`config.mk`:
```
export PLATFORM = sky130hd
export DESIGN_NAME = dgrc_recip
export DESIGN_NICKNAME = d
export VERILOG_FILES = /design/src/design/dda_grid_ray_cast_assert.svh /design/src/design/dgrc_pkg.sv /design/src/design/dgrc_recip.sv
export SDC_FILE = /design/constraint.sdc
export NUM_CORES = 1
export LEC_CHECK = 0
export CAP_MARGIN = 20
export CORE_MARGIN = 2
export CORE_UTILIZATION = 55
export DETAILED_ROUTE_END_ITERATION = 10
export DONT_BUFFER_PORTS = 1
export PLACE_DENSITY = 0.73
export SLEW_MARGIN = 20
export SYNTH_ARGS = -nofsm -noshare
export SYNTH_HDL_FRONTEND = slang
export SYNTH_SLANG_ARGS = --single-unit
```
`constraint.sdc`:
```
create_clock -name clock -period 4.6 [get_ports clock]
set_clock_uncertainty 0.2 [all_clocks]
set_input_delay 0.69 -clock clock [delete_from_list [all_inputs] [get_ports clock]]
set_output_delay 0.69 -clock clock [all_outputs]
set_load 0.1 [all_outputs]
```
`src/design/dda_grid_ray_cast_assert.svh`:
```
// assertion macros used by the ray caster back end
`ifndef DDA_GRID_RAY_CAST_ASSERT_SVH
`define DDA_GRID_RAY_CAST_ASSERT_SVH

// same-cycle implication, checked out of reset
`define DGRC_ASSERT_NOW(lbl, ante, cons) \
   lbl: assert property (@(posedge clock) disable iff (reset) (ante) |-> (cons)) \
      else $error("dgrc check failed");

// next-cycle implication, checked out of reset
`define DGRC_ASSERT_NEXT(lbl, ante, cons) \
   lbl: assert property (@(posedge clock) disable iff (reset) (ante) |=> (cons)) \
      else $error("dgrc check failed");

`endif

```
`src/design/dgrc_pkg.sv`:
```
// types and constants of the dda grid ray caster
`timescale 1ns / 1ps
package dgrc_pkg;
   localparam int FRAC_BITS = 16;
   localparam int MAP_BITS = 6;
   localparam int ADDR_W = 2 * MAP_BITS;
   localparam int POS_W = MAP_BITS + FRAC_BITS;
   localparam int DIR_W = 16;
   localparam int SIDE_W = FRAC_BITS + 15;
   localparam int DIST_W = FRAC_BITS + 7;
   localparam int OFF_W = 16;
   localparam int LIMIT_W = 8;
   localparam int VALUE_W = 8;
   localparam int REQ_DATA_W = 96;
   localparam int RSP_DATA_W = 56;
   localparam logic [LIMIT_W-1:0] LIMIT_RESET = 8'd128;
   localparam logic [SIDE_W-1:0] SIDE_CAP = {SIDE_W{1'b1}};
   localparam logic [DIST_W-1:0] DIST_MAX = {DIST_W{1'b1}};

   typedef enum logic [0:0] {
      OP_WRITE = 1'b0,
      OP_CAST  = 1'b1
   } op_type;

   typedef struct packed {
      op_type                    op;
      logic [POS_W-1:0]          pos_x;
      logic [POS_W-1:0]          pos_y;
      logic signed [DIR_W-1:0]   dir_x;
      logic signed [DIR_W-1:0]   dir_y;
      logic [MAP_BITS-1:0]       col;
      logic [MAP_BITS-1:0]       row;
      logic [VALUE_W-1:0]        value;
   } item_type;

   // queue head seen by the back end
   typedef struct packed {
      logic     valid;
      item_type item;
   } queue_head_type;

   typedef struct packed {
      logic              start;
      logic [DIR_W-1:0]  mag;
   } recip_req_type;

   typedef struct packed {
      logic              done;
      logic [SIDE_W-1:0] quot;
   } recip_rsp_type;
endpackage

```
`src/design/dgrc_recip.sv`:
```
// serial reciprocal: 2^30 / magnitude, one quotient bit a cycle
`timescale 1ns / 1ps
module dgrc_recip
   import dgrc_pkg::*;
(
   input  logic          clock,
   input  logic          reset,
   input  recip_req_type rreq,
   output recip_rsp_type rrsp
);
   logic              busy_ff, busy_in;
   logic              done_ff, done_in;
   logic [4:0]        cnt_ff, cnt_in;
   logic [DIR_W:0]    rem_ff, rem_in;
   logic [SIDE_W-1:0] quo_ff, quo_in;
   logic [DIR_W-1:0]  mag_ff, mag_in;
   logic [DIR_W:0]    trial;
   logic              ge;

   // load on start, else one restoring step; a zero magnitude gives all ones
   always_comb begin
      trial = {rem_ff[DIR_W-1:0], (cnt_ff == 5'(SIDE_W - 1))};
      ge = (trial >= {1'b0, mag_ff});
      busy_in = busy_ff;
      done_in = 1'b0;
      cnt_in = cnt_ff;
      rem_in = rem_ff;
      quo_in = quo_ff;
      mag_in = mag_ff;
      if (rreq.start) begin
         busy_in = 1'b1;
         cnt_in = 5'(SIDE_W - 1);
         rem_in = '0;
         quo_in = '0;
         mag_in = rreq.mag;
      end else if (busy_ff) begin
         rem_in = ge ? (trial - {1'b0, mag_ff}) : trial;
         quo_in = {quo_ff[SIDE_W-2:0], ge};
         cnt_in = cnt_ff - 5'd1;
         if (cnt_ff == 5'd0) begin
            busy_in = 1'b0;
            done_in = 1'b1;
         end
      end
   end

   always_ff @(posedge clock) begin
      if (reset) begin
         busy_ff <= 1'b0;
         done_ff <= 1'b0;
         cnt_ff <= '0;
      end else begin
         busy_ff <= busy_in;
         done_ff <= done_in;
         cnt_ff <= cnt_in;
      end
   end

   always_ff @(posedge clock) begin
      rem_ff <= rem_in;
      quo_ff <= quo_in;
      mag_ff <= mag_in;
   end

   assign rrsp.done = done_ff;
   assign rrsp.quot = quo_ff;
endmodule

```
==> impl_metrics.ini <==
[floorplan]
die_width_um = 83.4
placementRows = 28
io_pins = 51
die_h_um = 83.4
floorplan.die_area_um2 = 6950
start_util = 0.579
design.core.area_um2 = 5990

[timing]
max_slew_margin = 0.311
min_period_ps = 3270
finalHoldViolations = 0
drv_slew = 0
timing_worst_slew_pin_value_ps = 1030
setup_slack_ps = 1330
setup_viol = 0
finalSetupTns_ps = 0
max_freq_mhz = 306
min_period_over_period = 0.710
rsz0062_at_grt = false

[cells_and_area]
syn_to_final_growth_pct = 5.27
num-fill-cells = 502
drive_above_1_share = 0.0676
fin_cells = 430
fin_nets = 389
regArea_um2 = 1560
multiInputGateArea_um2 = 1720
fin_util = 0.609
diodes = 0

[synth]
ys_seq_area_frac = 0.450
synth_top_area_frac = 0.312
avgSynthCellArea_um2 = 9.71
synth-adder-area-share = 0.0743
synthXorXnorAreaFrac = 0.0404
synth_area_um2 = 3470
synthFlopType = dfxtp_1
synth_top_family_by_area = simple AND/OR/NAND/NOR gates
synth_enable_flop_cells = 16
ys_types = 53
synth.area.top_cells = dfxtp_1 31%, edfxtp_1 14%, mux2i_1 11%
synthCells = 357
ys_ff_latch = 70
ys.warnings.count = 0
synthSimpleGateAreaFrac = 0.151
synthMuxAreaShare = 0.110
yosysTopAreaCell = dfxtp_1
synthArstFlopShare = 0
synth_compound_area_frac = 0.120
synth_nets = 396

[power_and_ir_drop]
power_density_nw_per_um2 = 366
total_power_mw = 1.34
ir_drop_v = 0.000259
leakage_nw = 1.49

[setup_path]
worstPathRequired_ps = 4600
worstSetupEndpointType = flip-flop
crit_type = reg -> reg
critPathMaxFanout = 13
worstRegToRegCells = 12
r2r_end = rem_ff[12]
cp-start-kind = flip-flop
r2r_setup_slack_ps = 1330
cp.arrival_ps = 3270
reg2reg_from = cnt_ff[0]

[worst_hold_path]
min_to = busy_ff
hp-start = reset
hold_path_depth = 1
hold_class = in -> reg

[global_route]
grt_max_degree = 79
grt_pass1_vias = 2374
gr-total-overflow = 0
antenna_found_initial = 0
grt_pass1_wl_mm = 10.7
grt.total_usage = 0.189

[place]
place_ws_ps = 1340
dp_hpwl_mm = 4.27
gp_congestion = 0.823
placed_cells = 414
numPortBuffers = 0

[clock_network]
postCtsSetupBuffers = 0
ctsHoldBuffers = 0
cts_tree = yes
cts_buffers = 9
clk_pin_slew_ps = 80
clock-sinks = 70
cts.repair.resized = 0
cts_max_level = 3
clk_latency_ps = 340
clockBufferDepth = 2
cts-root-buf = clkbuf_8

[route]
drc = 0
ant_nets = 0
vias_per_cell = 5.68
wl_per_cell_um = 14.6
drtIter0Drc = 133
wirelength_mm = 6.27
via_count = 2442
drtPass1Iterations = 4

[outcome]
status = finished clean

[flow_run]
max_cap_violations = 0
-- sequential cells by signal, summed over array words and instances, names as in the netlist --
name / count
done_ff: 1
mag_ff: 16
cnt_ff: 5
rem_ff: 16
busy_ff: 1
quo_ff: 31
-- area by class of cell --
class,count,area share
clock buffers,10,0.0377
clock inverters,6,0.0117
flip-flops and latches,70,0.428
inverters,21,0.0216
repair buffers,2,0.00411
multi-input cells,246,0.471
well taps,75,0.0257
-- report_power, final --
part	internal (mW)	switching, mW	total (mW)
sequential	0.656	0.0338	0.690
clock	0.214	0.243	0.457
combinational	0.0864	0.104	0.190
-- synthesized netlist by cell type (2+ instances only) --
| library cell | count |
|---|---|
| o211ai_1 | 2 |
| edfxtp_1 | 16 |
| o31ai_1 | 2 |
| o21a_1 | 2 |
| nand2_1 | 13 |
| buf_4 | 2 |
| nor4b_1 | 3 |
| buf_1 | 4 |
| o21ai_0 | 9 |
| nand4b_1 | 3 |
| mux2i_1 | 37 |
| a211o_1 | 2 |
| a31oi_1 | 2 |
| dfxtp_1 | 54 |
| xor2_1 | 8 |
| inv_1 | 21 |
| nor3_1 | 4 |
| xnor2_1 | 8 |
| ha_1 | 19 |
| a21oi_1 | 17 |
| o311ai_0 | 2 |
| o2111ai_1 | 2 |
| o31a_1 | 2 |
| a21o_1 | 3 |
| nor3b_1 | 3 |
| nand2b_1 | 3 |
| nor2b_1 | 2 |
| nand4_1 | 3 |
| a211oi_1 | 9 |
| clkbuf_1 | 11 |
| nand3_1 | 2 |
| nor2_1 | 66 |
-- cells in the final DEF (no fill, tap or decap), types with 2 or more instances in the layout --
cell type,n
a211o_1,2
a211oi_1,9
a21o_1,3
a21oi_1,17
a31oi_1,2
buf_4,2
clkbuf_8,10
dfxtp_1,53
edfxtp_1,16
ha_1,19
inv_1,21
inv_4,2
inv_6,2
mux2i_1,37
nand2_1,13
nand2b_1,3
nand3_1,2
nand4_1,3
nand4b_1,3
nor2_1,66
nor2b_1,2
nor3_1,4
nor3b_1,3
nor4b_1,3
o2111ai_1,2
o211ai_1,2
o21a_1,2
o21ai_0,9
o311ai_0,2
o31a_1,2
o31ai_1,2
xnor2_1,8
xor2_1,8
-- worst max path at each step --
stage	slack (ps)	startpoint	to
final	1330	cnt_ff[0]	rem_ff[12]
after global routing	1060	cnt_ff[0]	rem_ff[9]
after CTS	1320	cnt_ff[0]	rem_ff[0]
after detailed placement	1340	cnt_ff[0]	rem_ff[12]
after global placement	1490	cnt_ff[0]	rem_ff[10]
after floorplan	1910	cnt_ff[0]	rem_ff[0]
-- cell families (layout without fill, tap and decap cells) --
family	Yosys count	in the layout
and+or+nand+nor	111	111
DFF	70	70
AOI/OAI and AO/OA	61	61
buffers and inverters	41	39
muxes	38	38
adders and majority gates	20	20
xor gates and xnor gates	16	16
-- stage by stage --
stage	cell area (µm²)	hold WS, ps
4_1_cts	3650	187
3_3_place_gp	3470	286
2_1_floorplan	3470	271
3_5_place_dp	3470	290
5_1_grt	3650	176
6_report	3650	205
-- layer usage --
metal / track usage / wire length (µm) / up-vias / share of wire
met5: 0 / 0 / - / 0
met4: 0.0849 / 80 / 0 / 0.013
met3: 0.0686 / 323 / 8 / 0.051
met2: 0.288 / 2950 / 51 / 0.47
met1: 0.240 / 2920 / 1146 / 0.47
li1: - / - / 1237 / -
-- worst max-delay path, stage by stage (launching register included) --
cell and delay, ps:
dfxtp_1 370, inv_1 90, ha_1 190, nand4_1 100, ha_1 190, nand2b_1 130
a21oi_1 80, o31a_1 320, o311ai_2 290, and2_1 550, buf_4 300, or2_1 170
o221ai_1 130
Note: power is estimated with default switching activity, not from simulation.
