**src/design/dda_grid_ray_cast_assert.svh**
```systemverilog
// assertion macros used by the ray caster back end
`ifndef DDA_GRID_RAY_CAST_ASSERT_SVH
`define DDA_GRID_RAY_CAST_ASSERT_SVH

// same-cycle implication, checked out of reset
`define DGRC_ASSERT_NOW(lbl, ante, cons) \
   lbl: assert property (@(posedge clock) disable iff (reset) (ante) |-> (cons)) \
      else $error("dgrc check failed");

// next-cycle implication, checked out of reset
`define DGRC_ASSERT_NEXT(lbl, ante, cons) \
   lbl: assert property (@(posedge clock) disable iff (reset) (ante) |=> (cons)) \
      else $error("dgrc check failed");

`endif

```
**src/design/dgrc_pkg.sv**
```systemverilog
// types and constants of the dda grid ray caster
`timescale 1ns / 1ps
package dgrc_pkg;
   localparam int FRAC_BITS = 16;
   localparam int MAP_BITS = 6;
   localparam int ADDR_W = 2 * MAP_BITS;
   localparam int POS_W = MAP_BITS + FRAC_BITS;
   localparam int DIR_W = 16;
   localparam int SIDE_W = FRAC_BITS + 15;
   localparam int DIST_W = FRAC_BITS + 7;
   localparam int OFF_W = 16;
   localparam int LIMIT_W = 8;
   localparam int VALUE_W = 8;
   localparam int REQ_DATA_W = 96;
   localparam int RSP_DATA_W = 56;
   localparam logic [LIMIT_W-1:0] LIMIT_RESET = 8'd128;
   localparam logic [SIDE_W-1:0] SIDE_CAP = {SIDE_W{1'b1}};
   localparam logic [DIST_W-1:0] DIST_MAX = {DIST_W{1'b1}};

   typedef enum logic [0:0] {
      OP_WRITE = 1'b0,
      OP_CAST  = 1'b1
   } op_type;

   typedef struct packed {
      op_type                    op;
      logic [POS_W-1:0]          pos_x;
      logic [POS_W-1:0]          pos_y;
      logic signed [DIR_W-1:0]   dir_x;
      logic signed [DIR_W-1:0]   dir_y;
      logic [MAP_BITS-1:0]       col;
      logic [MAP_BITS-1:0]       row;
      logic [VALUE_W-1:0]        value;
   } item_type;

   // queue head seen by the back end
   typedef struct packed {
      logic     valid;
      item_type item;
   } queue_head_type;

   typedef struct packed {
      logic              start;
      logic [DIR_W-1:0]  mag;
   } recip_req_type;

   typedef struct packed {
      logic              done;
      logic [SIDE_W-1:0] quot;
   } recip_rsp_type;
endpackage

```
**src/design/dgrc_front.sv**
```systemverilog
// front end: takes items in, decodes the opcode and queues them
`timescale 1ns / 1ps
module dgrc_front
   import dgrc_pkg::*;
(
   input  logic                  clock,
   input  logic                  reset,
   input  logic                  req_tvalid,
   output logic                  req_tready,
   input  logic [REQ_DATA_W-1:0] req_tdata,
   input  logic                  req_tuser,
   input  logic                  hold,
   output queue_head_type        q_head,
   input  logic                  q_pop
);
   item_type   slot_ff [2];
   logic       wr_ptr_ff, wr_ptr_in;
   logic       rd_ptr_ff, rd_ptr_in;
   logic [1:0] count_ff, count_in;
   logic       push;
   item_type   dec;

   // decode the incoming item
   always_comb begin
      dec.op = (req_tuser == OP_CAST) ? OP_CAST : OP_WRITE;
      dec.pos_x = req_tdata[21:0];
      dec.pos_y = req_tdata[43:22];
      dec.dir_x = req_tdata[59:44];
      dec.dir_y = req_tdata[75:60];
      dec.col = req_tdata[81:76];
      dec.row = req_tdata[87:82];
      dec.value = req_tdata[95:88];
   end

   assign req_tready = (count_ff != 2'd2) && !hold;
   assign push = req_tvalid && req_tready;
   assign q_head.valid = (count_ff != 2'd0);
   assign q_head.item = slot_ff[rd_ptr_ff];

   // pointer and fill bookkeeping
   always_comb begin
      wr_ptr_in = push ? ~wr_ptr_ff : wr_ptr_ff;
      rd_ptr_in = q_pop ? ~rd_ptr_ff : rd_ptr_ff;
      count_in = count_ff + {1'b0, push} - {1'b0, q_pop};
   end

   always_ff @(posedge clock) begin
      if (reset) begin
         wr_ptr_ff <= 1'b0;
         rd_ptr_ff <= 1'b0;
         count_ff <= 2'd0;
      end else begin
         wr_ptr_ff <= wr_ptr_in;
         rd_ptr_ff <= rd_ptr_in;
         count_ff <= count_in;
      end
   end

   // queue storage
   always_ff @(posedge clock) begin
      if (push) begin
         slot_ff[wr_ptr_ff] <= dec;
      end
   end
endmodule

```
**config.mk**
```make
export PLATFORM = sky130hd
export DESIGN_NAME = dgrc_front
export DESIGN_NICKNAME = d
export VERILOG_FILES = /design/src/design/dda_grid_ray_cast_assert.svh /design/src/design/dgrc_pkg.sv /design/src/design/dgrc_front.sv
export SDC_FILE = /design/constraint.sdc
export NUM_CORES = 1
export LEC_CHECK = 0
export BUFFER_PORTS_ARGS = -buffer_cell sky130_fd_sc_hd__clkbuf_2
export CAP_MARGIN = 20
export CORE_UTILIZATION = 30
export DETAILED_ROUTE_END_ITERATION = 10
export PLACE_DENSITY = 0.55
export RECOVER_POWER = 25
export SYNTH_ARGS = -nofsm -noshare
export SYNTH_HDL_FRONTEND = slang
export SYNTH_SLANG_ARGS = --single-unit
export TNS_END_PERCENT = 20
```
**constraint.sdc**
```tcl
create_clock -name clock -period 4.4 [get_ports clock]
set_input_delay 0.22 -clock clock [delete_from_list [all_inputs] [get_ports clock]]
set_output_delay 0.22 -clock clock [all_outputs]
set_load 0.02 [all_outputs]
```
==> flow_metrics.tcl, run 1 <==
set metrics [dict create \
    cts_inserted_buffers 17 \
    portBuffers 200 \
    n_antenna_cell 0 \
    die_y_um 158 \
    fill_cells 2143 \
    ys_seq_area_share_pct 80.7 \
    grt.total_usage_pct 12.0 \
    die_w_um 158 \
    wire_per_inst_um 15.6 \
    crit_path_top_delay_cell "dfxtp_4" \
    crit_family "flip-flops" \
    globalplace.congestion 0.711 \
    cp.buffers_inverters 2 \
    core.rowCount 56 \
    ys_warn_count 0 \
    rsz0062_at_grt "no" \
    postSynthCellCount 327 \
    synthDistinctLibCells 19 \
    cp-end-kind "output pin" \
    grt-ovfl-total 0 \
    start_kind "flip-flop" \
    reg2reg_to "slot_ff[0][83]" \
    crit_end "q_head[61]" \
    globalRouteMet2Util_pct 21.3 \
    status "finished, final reports clean" \
    slowest_delay_ns 0.95 \
    critPathKind "reg -> out" \
    busiest_layer "met2" \
    netlist_area_um2 7340 \
    cts_sinks 199 \
    slew_violations 0 \
    clk_latency_ns 0.42 \
    cp_max_fo 61 \
    rrSetupSlack_ns 1.90 \
    setup_viol 0 \
    antenna_found_initial 0 \
    path_depth 3 \
    skew_ns 0.0163 \
    clk_path_buf_depth 2 \
    synthToLayoutAreaGrowth_pct 39.1 \
    reg2reg_depth 4 \
    setup_tns_ns 0 \
    arrival_ns 2.39 \
    vias 4076 \
    post_cts_buffers 0 \
    start_util_pct 30.9 \
    htreeDepth 4 \
    crit_required_ns 4.18 \
    num_io_pins 201 \
    grtUsageMet3_pct 4.33 \
    wirelength_mm 15.1 \
    num-nets-final 741 \
    leakage_nw 3.78 \
    relSlewSlack_pct 28.9 \
    hpwl_mm 9.26 \
    grt_pass1_wl_mm 22.3 \
    cts_tree "yes" \
    r2r-start "count_ff[1]" \
    dieArea_um2 25100 \
    max-cap-violations 0 \
    grt_pass1_vias 4339 \
    drive_above_1_share_pct 45.1 \
    avgSynthCellArea_um2 22.5 \
    drc_errors 0 \
    clock.fmax_ghz 0.383 \
    gr-usage-met1_pct 13.6 \
    core_area_um2 23800 \
    hold_violations 0 \
    vias_per_cell 4.21 \
    dr.first_iter.drc_count 169 \
    root_buffer "clkbuf_16" \
    hp-class "in -> reg" \
    p_per_area_nw_per_um2 428 \
    post-route-util_pct 43.0 \
    tightest_slew_ns 1.07 \
    final.period_utilization_pct 59.3 \
    final_antenna_net_count 0 \
    crit_chain "buf_4 -> mux2_2 -> clkbuf_2" \
    min_period_ns 2.61 \
    clkTransAtPathRegs_ns 0.07 \
    synth_seq_cells 199 \
    grt_max_degree 78 \
    drt_first_pass_iters 4 \
    synthesis.nets 431 \
    peakVddDrop_v 0.000221 \
]
[metal layers]
| metal | vias up | part of all wire, % |
|---|---|---|
| met5 | - | 0 |
| met4 | 0 | 0.68 |
| met3 | 7 | 6.2 |
| met2 | 131 | 52 |
| met1 | 2033 | 41 |
| li1 | 1905 | - |
[synth_stat cells]
cell / instances / area [µm²]
edfxtp_1: 194 / 5830
nor2b_1: 2 / 12.5
xnor2_1: 2 / 17.5
ha_1: 2 / 25.0
nand2_1: 1 / 3.75
mux2_4: 30 / 450
mux2_2: 67 / 754
buf_2: 6 / 30.0
xor2_1: 1 / 8.76
or2_2: 1 / 6.26
or3_1: 1 / 6.26
and3_1: 1 / 6.26
buf_6: 5 / 56.3
dfxtp_1: 5 / 100
nor2_1: 4 / 15.0
o21ai_0: 1 / 5.00
a21oi_1: 1 / 5.00
nand2b_1: 1 / 6.26
inv_1: 2 / 7.51
[kinds of logic after synthesis]
logic type / count (synthesis) / synth area share [%]
DFF: 199 / 80.7
muxes: 97 / 16.4
buffers and inverters: 13 / 1.28
and+or+nand+nor: 11 / 0.767
xor gates and xnor gates: 3 / 0.358
AOI/OAI and AO/OA: 2 / 0.136
adders and majority gates: 2 / 0.341
[worst min-delay path: cells and delay by family]
family                    cells  cell delay (ns)
xor gates and xnor gates      1             0.07
buffers and inverters         1             0.11
and+or+nand+nor               1             0.07
[state kept, by name, indices dropped and copies added (netlist names), named ones only]
name	cells
slot_ff	194
wr_ptr_ff	1
count_ff	2
rd_ptr_ff	1
[worst min-delay path by stage]
stage / startpoint / to / slack, ns / cells past startpoint
final: q_pop / rd_ptr_ff / 0.09 / 3
after global routing: q_pop / rd_ptr_ff / 0.08 / 3
after CTS: q_pop / rd_ptr_ff / 0.06 / 3
after detailed placement: req_tdata[26] / slot_ff[1][56] / 0.41 / 1
after global placement: req_tdata[49] / slot_ff[0][41] / 0.41 / 1
after floorplan: reset / wr_ptr_ff / 0.29 / 1
[what timing repair did]
item	CTS	global route
hold buffers	98	0
gates resized for setup	0	0
endpoints found under the hold margin	196	0
[cells in the final DEF, fill, tap and decap left out]
master         synthesis  final
edfxtp_1             194    194
clkbuf_2               0    158
dlygate4sd3_1          0     98
mux2_2                67     67
clkbuf_1               0     43
mux2_4                30     30
clkbuf_16              0     17
nor2_1                 4      4
clkbuf_8               0      4
dfxtp_1                5      4
inv_6                  0      3
buf_4                  0      3
nor2b_1                2      2
xnor2_1                2      2
ha_1                   2      2
clkinv_2               0      2
clkinvlp_4             0      2
inv_1                  2      1
nand2_1                1      1
and3_4                 0      1
or2_2                  1      1
nand2b_1               1      1
or3_1                  1      1
inv_4                  0      1
o21ai_0                1      1
a21oi_1                1      1
xor2_1                 1      1
dfxtp_4                0      1
bufinv_16              0      1
clkinv_4               0      1
buf_1                  0      1
buf_12                 0      1
[through the flow]
stage	power [W]	hold slack, ns	setup WS (ns)	std cells	area (µm²)
2_1_floorplan	0.00263	0.289	0.766	327	7340
3_5_place_dp	0.00283	0.414	1.85	839	8710
5_1_grt	0.00456	0.0828	1.60	969	10200
6_report	0.00437	0.0861	1.79	969	10200
4_1_cts	0.00444	0.0631	1.70	969	10300
3_3_place_gp	0.00281	0.410	1.94	839	8710
[report_power, final]
part           internal [W]  switching (W)  total, W
registers           0.00220      0.0000486   0.00224
clock network      0.000848       0.000682   0.00153
logic              0.000278       0.000320  0.000598
[area by class of cell]
class                   instances  area (µm²)  share of cell area, %
multi-input cells             115        1330                   13.0
inverters                       2        10.0                 0.0980
flip-flops and latches        199        5930                   58.0
well taps                     319         399                   3.91
clock inverters                 9        90.1                  0.882
clock buffers                  23         488                   4.78
repair buffers                302        1970                   19.3
No activity file was read; power rests on OpenSTA's default activity.
==> run 2: changes to the inputs <==
--- a/config.mk
+++ b/config.mk
@@ -9,7 +9,7 @@
 export CAP_MARGIN = 20
 export CORE_UTILIZATION = 30
 export DETAILED_ROUTE_END_ITERATION = 10
-export PLACE_DENSITY = 0.55
+export PLACE_DENSITY = 0.56
 export RECOVER_POWER = 25
 export SYNTH_ARGS = -nofsm -noshare
 export SYNTH_HDL_FRONTEND = slang
==> constraint.sdc (replaced) <==
create_clock -name clock -period 2.35 [get_ports clock]
set_input_delay 0.1175 -clock clock [delete_from_list [all_inputs] [get_ports clock]]
set_output_delay 0.1175 -clock clock [all_outputs]
set_load 0.02 [all_outputs]
==> run 2 against run 1 <==
  * Worst setup slack got worse by 1.3 ns
  * Non-clock buffer count rose by 4
  * Sequential power rose by 86%
  * Sequential share of layout area fell by 0.70 points
  * Final cell count rose by 0.41%
  * Critical path type unchanged
  * Largest power group unchanged
==> flow_metrics.tcl, run 2 (synthesized netlist as in run 1, its figures left out) <==
set metrics [dict create \
    slew_violations 0 \
    drive_above_1_share_pct 45.7 \
    core.rowCount 56 \
    p_sw_share_pct 24.3 \
    relSlewSlack_pct 77.7 \
    tightest_slew_ns 0.335 \
    cts_tree "yes" \
    post_cts_buffers 0 \
    grt.total_usage_pct 11.6 \
    grt-ovfl-total 0 \
    cts_sinks 199 \
    core_area_um2 23800 \
    grt_pass1_vias 4375 \
    dr.first_iter.drc_count 116 \
    peakVddDrop_v 0.000530 \
    cp_max_fo 45 \
    min_from "req_tvalid" \
    clk_path_buf_depth 2 \
    slowest_delay_ns 0.45 \
    max-cap-violations 0 \
    crit_required_ns 2.23 \
    dieArea_um2 25100 \
    critPathKind "reg -> out" \
    power.internal_w 0.00626 \
    root_buffer "clkbuf_16" \
    drc_errors 0 \
    grt_pass1_wl_mm 22.0 \
    vias 4058 \
    wire_per_inst_um 14.7 \
    portBuffers 200 \
    hold_violations 0 \
    hold_depth 4 \
    htreeDepth 4 \
    die_w_um 158 \
    p_per_area_nw_per_um2 799 \
    p_clk_share_pct 35.5 \
    min_period_ns 1.89 \
    rsz0062_at_grt "no" \
    whs_ns 0.123 \
    cts_inserted_buffers 17 \
    status "finished, final reports clean" \
    clkTransAtPathRegs_ns 0.07 \
    reg2reg_depth 4 \
    clk_latency_ns 0.42 \
    rrSetupSlack_ns 0.54 \
    vias_per_cell 4.17 \
    p_switching_w 0.00201 \
    cp-end-kind "output pin" \
    n_antenna_cell 0 \
    crit_path_top_delay_cell "dfxtp_4" \
    die_y_um 158 \
    largest_reg_flops 194 \
    top_regs "slot_ff: 194 flops, count_ff: 2 flops" \
    final_cell_area_um2 10300 \
    fill_cells 2142 \
    cts_hold_buf 100 \
    reg2reg_to "slot_ff[0][91]" \
    wirelength_mm 14.3 \
    regMostFlops "slot_ff" \
    grt_max_degree 53 \
    drt_first_pass_iters 4 \
    antenna_found_initial 0 \
    setup_viol 0 \
    skew_ns 0.00623 \
    hold-path-endpoint "wr_ptr_ff" \
    hpwl_mm 9.15 \
    placed_area_um2 8790 \
    hp-class "in -> reg" \
    synthToLayoutAreaGrowth_pct 40.8 \
    leakage_nw 3.83 \
    power_frac_seq_pct 50.3 \
    combPwrFrac_pct 14.3 \
    r2r-start "count_ff[1]" \
    mostFrequentLayoutCell "edfxtp_1" \
    num-nets-final 745 \
    cts.repair.resized 0 \
    final_antenna_net_count 0 \
    setup_tns_ns 0 \
    num_io_pins 201 \
    start_kind "flip-flop" \
    crit_chain "buf_12 -> mux2_2 -> clkbuf_2" \
    start_util_pct 30.9 \
    clock.fmax_ghz 0.529 \
    final_cell_mix "194 x edfxtp_1, 163 x clkbuf_2, 100 x dlygate4sd3_1" \
    arrival_ns 1.77 \
    total_power_w 0.00827 \
    final.period_utilization_pct 80.4 \
    globalplace.congestion 0.708 \
    post-route-util_pct 43.5 \
]
[run 2: cell types whose count changed in the layout (fill, tap and decap cells not counted), moves of 4 or more]
cell / change
buf_12: +5
clkbuf_2: +5
clkbuf_8: -4
clkbuf_1: -5
[run 2: area by class of cell]
| type | count | area, µm² | share of cell area (%) |
|---|---|---|---|
| Clock buffer | 18 | 429 | 4.15 |
| Timing Repair Buffer | 306 | 2080 | 20.1 |
| Sequential cell | 199 | 5930 | 57.3 |
| Tap cell | 319 | 399 | 3.86 |
| Inverter | 2 | 11.3 | 0.109 |
| Multi-Input combinational cell | 115 | 1330 | 12.8 |
| Clock inverter | 14 | 169 | 1.63 |
[run 2: power groups by stage]
stage / registers, W / logic [W] / clock network, W
after global placement: 0.00423 / 0.00105 / 0
after CTS: 0.00416 / 0.00121 / 0.00303
after global routing: 0.00417 / 0.00127 / 0.00317
after floorplan: 0.00423 / 0.000694 / 0
final: 0.00416 / 0.00118 / 0.00293
after detailed placement: 0.00424 / 0.00107 / 0
[run 2: routing by layer]
layer / wire (µm) / track usage (%) / up-vias
li1: - / - / 1911
met3: 703 / 3.73 / 9
met2: 7420 / 20.5 / 122
met5: 0 / 0 / -
met1: 6120 / 13.5 / 2016
met4: 97 / 3.30 / 0
[run 2: critical path, delay by kind of cell (launching register included)]
| kind | cells | cell delay, ns |
|---|---|---|
| buffers and inverters | 2 | 0.45 |
| DFF | 1 | 0.45 |
| muxes | 1 | 0.38 |
[run 2: through the flow]
stage                     std cells  setup WS, ns
final                           973         0.461
after global routing            973         0.369
after CTS                       973         0.421
after detailed placement        841         0.538
after global placement          841         0.577
after floorplan                 327        -0.142
[run 2: how the worst max path moves through the flow]
| stage | startpoint | to | slack (ns) | depth (start not counted) |
|---|---|---|---|---|
| finish | flip-flop | q_head[5] | 0.46 | 3 |
| global route | flip-flop | q_head[3] | 0.37 | 3 |
| floorplan | count_ff[1] | slot_ff[0][0] | -0.14 | 3 |
| CTS | flip-flop | q_head[3] | 0.42 | 3 |
| detailed placement | count_ff[1] | slot_ff[0][77] | 0.54 | 4 |
| global placement | count_ff[1] | slot_ff[0][77] | 0.58 | 4 |
==> run 3: changes to the inputs <==
--- a/config.mk
+++ b/config.mk
@@ -9,7 +9,7 @@
 export CAP_MARGIN = 20
 export CORE_UTILIZATION = 30
 export DETAILED_ROUTE_END_ITERATION = 10
-export PLACE_DENSITY = 0.56
+export PLACE_DENSITY = 0.55
 export RECOVER_POWER = 25
 export SYNTH_ARGS = -nofsm -noshare
 export SYNTH_HDL_FRONTEND = slang
==> constraint.sdc (replaced) <==
create_clock -name clock -period 1.9 [get_ports clock]
set_input_delay 0.095 -clock clock [delete_from_list [all_inputs] [get_ports clock]]
set_output_delay 0.095 -clock clock [all_outputs]
set_load 0.02 [all_outputs]
==> run 3 against run 2 <==
  * Routed wire length fell by 0.84%
  * Combinational power rose by 27%
  * Sequential power is 24% higher
  * Worst setup slack worse by 0.32 ns
  * Register-to-register slack worse by 0.31 ns
  * Largest power group unchanged
  * Sequential share of layout area decreased by 0.19 points
  * Via count stayed put
  * Cell area is 0.35% higher
  * Largest cell class unchanged
  * Final cell count rose by 0.41%
  * Global-route usage fell by 0.14 points
  * Critical endpoint is now q_head[48]
  * First-iteration DRC count decreased by 19%
==> flow_metrics.tcl, run 3 (synthesized netlist as in run 1, its figures left out) <==
set metrics [dict create \
    status "finished, final reports clean" \
    p_sw_share_pct 23.6 \
    cp_max_fo 37 \
    drive_above_1_share_pct 46.4 \
    slowest_delay_ns 0.43 \
    clk_latency_ns 0.42 \
    drc_errors 0 \
    portBuffers 200 \
    grt_pass1_vias 4296 \
    hold_violations 0 \
    dr.first_iter.drc_count 94 \
    skew_ns 0.00874 \
    slew_violations 0 \
    drt_first_pass_iters 4 \
    cts_sinks 199 \
    vias 4058 \
    placed_area_um2 8820 \
    critPathKind "reg -> out" \
    combPwrFrac_pct 14.8 \
    wirelength_mm 14.2 \
    clkTransAtPathRegs_ns 0.06 \
    htreeDepth 4 \
    clock.fmax_ghz 0.570 \
    rrSetupSlack_ns 0.23 \
    peakVddDrop_v 0.000493 \
    min_from "req_tvalid" \
    mostFrequentLayoutCell "edfxtp_1" \
    hp-class "in -> reg" \
    p_switching_w 0.00239 \
    cts_tree "yes" \
    min_period_ns 1.76 \
    max-cap-violations 0 \
    whs_ns 0.140 \
    regMostFlops "slot_ff" \
    core.rowCount 56 \
    p_per_area_nw_per_um2 975 \
    final.period_utilization_pct 92.4 \
    power.internal_w 0.00773 \
    n_antenna_cell 0 \
    final_antenna_net_count 0 \
    grt.total_usage_pct 11.5 \
    start_kind "flip-flop" \
    total_power_w 0.0101 \
    p_clk_share_pct 34.3 \
    power_frac_seq_pct 50.9 \
    leakage_nw 3.85 \
    num-nets-final 749 \
    final_cell_mix "194 x edfxtp_1, 164 x clkbuf_2, 100 x dlygate4sd3_1" \
    clk_path_buf_depth 2 \
    antenna_found_initial 0 \
    cts_inserted_buffers 17 \
    grt_pass1_wl_mm 21.5 \
    setup_tns_ns 0 \
    crit_path_top_delay_cell "dfxtp_4" \
    cp-end-kind "output pin" \
    start_util_pct 30.9 \
    crit_chain "buf_16 -> mux2_2 -> clkbuf_2" \
    dp_slack_ns 0.242 \
    globalplace.congestion 0.756 \
    largest_reg_flops 194 \
    die_w_um 158 \
    num_io_pins 201 \
    relSlewSlack_pct 78.9 \
    arrival_ns 1.66 \
    grt-ovfl-total 0 \
    r2r-start "count_ff[1]" \
    synthToLayoutAreaGrowth_pct 41.3 \
    rsz0062_at_grt "no" \
    vias_per_cell 4.15 \
    wire_per_inst_um 14.6 \
    final_cell_area_um2 10400 \
    setup_ws_ns 0.145 \
    setup_viol 0 \
    root_buffer "clkbuf_16" \
    dieArea_um2 25100 \
    die_y_um 158 \
    top_regs "slot_ff: 194 flops, count_ff: 2 flops" \
    grt_max_degree 53 \
    crit_required_ns 1.80 \
    core_area_um2 23800 \
    tightest_slew_ns 0.316 \
    hpwl_mm 9.29 \
]
-- run 3: layout make-up --
type | count | area, µm²
Multi-Input combinational cell | 115 | 1340
Clock inverter | 11 | 121
Clock buffer | 21 | 440
Timing Repair Buffer | 310 | 2130
Sequential cell | 199 | 5930
Tap cell | 319 | 399
Inverter | 2 | 11.3
Fill cell | 2092 | 13400
-- run 3: per-stage QoR --
| step | util, % | instances |
|---|---|---|
| 4_1_cts | 43.7 | 974 |
| 2_1_floorplan | - | 327 |
| 3_3_place_gp | 37.1 | 842 |
| 3_5_place_dp | 37.1 | 842 |
| 5_1_grt | 43.7 | 977 |
| 6_report | 43.7 | 977 |
-- run 3: routing by layer --
metal / vias to the layer above / global-route usage, % / share of wire [%]
met2: 140 / 20.1 / 50
met5: - / 0 / 0
met1: 1981 / 12.4 / 40
met3: 11 / 5.23 / 8.5
met4: 0 / 3.57 / 0.98
li1: 1926 / - / -
-- run 3: worst max-delay path, delay by kind of cell (launching register included) --
family	cells	cell delay [ns]
flip-flops	1	0.43
buffers and inverters	2	0.41
multiplexers	1	0.39
-- run 3: repair_timing --
action,4_1_cts,5_1_grt
setup buffers,0,3
hold buffers,100,0
gates resized for setup,0,2
endpoints found under the hold margin,199,0
endpoints found under the setup margin,0,36
-- run 3: power by group through the flow --
stage               clock [W]  combinational, W  sequential [W]
floorplan                   0          0.000866         0.00523
global placement            0           0.00133         0.00524
detailed placement          0           0.00134         0.00525
CTS                   0.00359           0.00151         0.00515
global route          0.00373           0.00161         0.00517
finish                0.00348           0.00150         0.00515
-- run 3: final timing paths --
check                end  cells after the start
max           q_head[48]                      3
min            wr_ptr_ff                      4
max reg2reg  count_ff[1]                      9
min reg2reg    rd_ptr_ff                      2
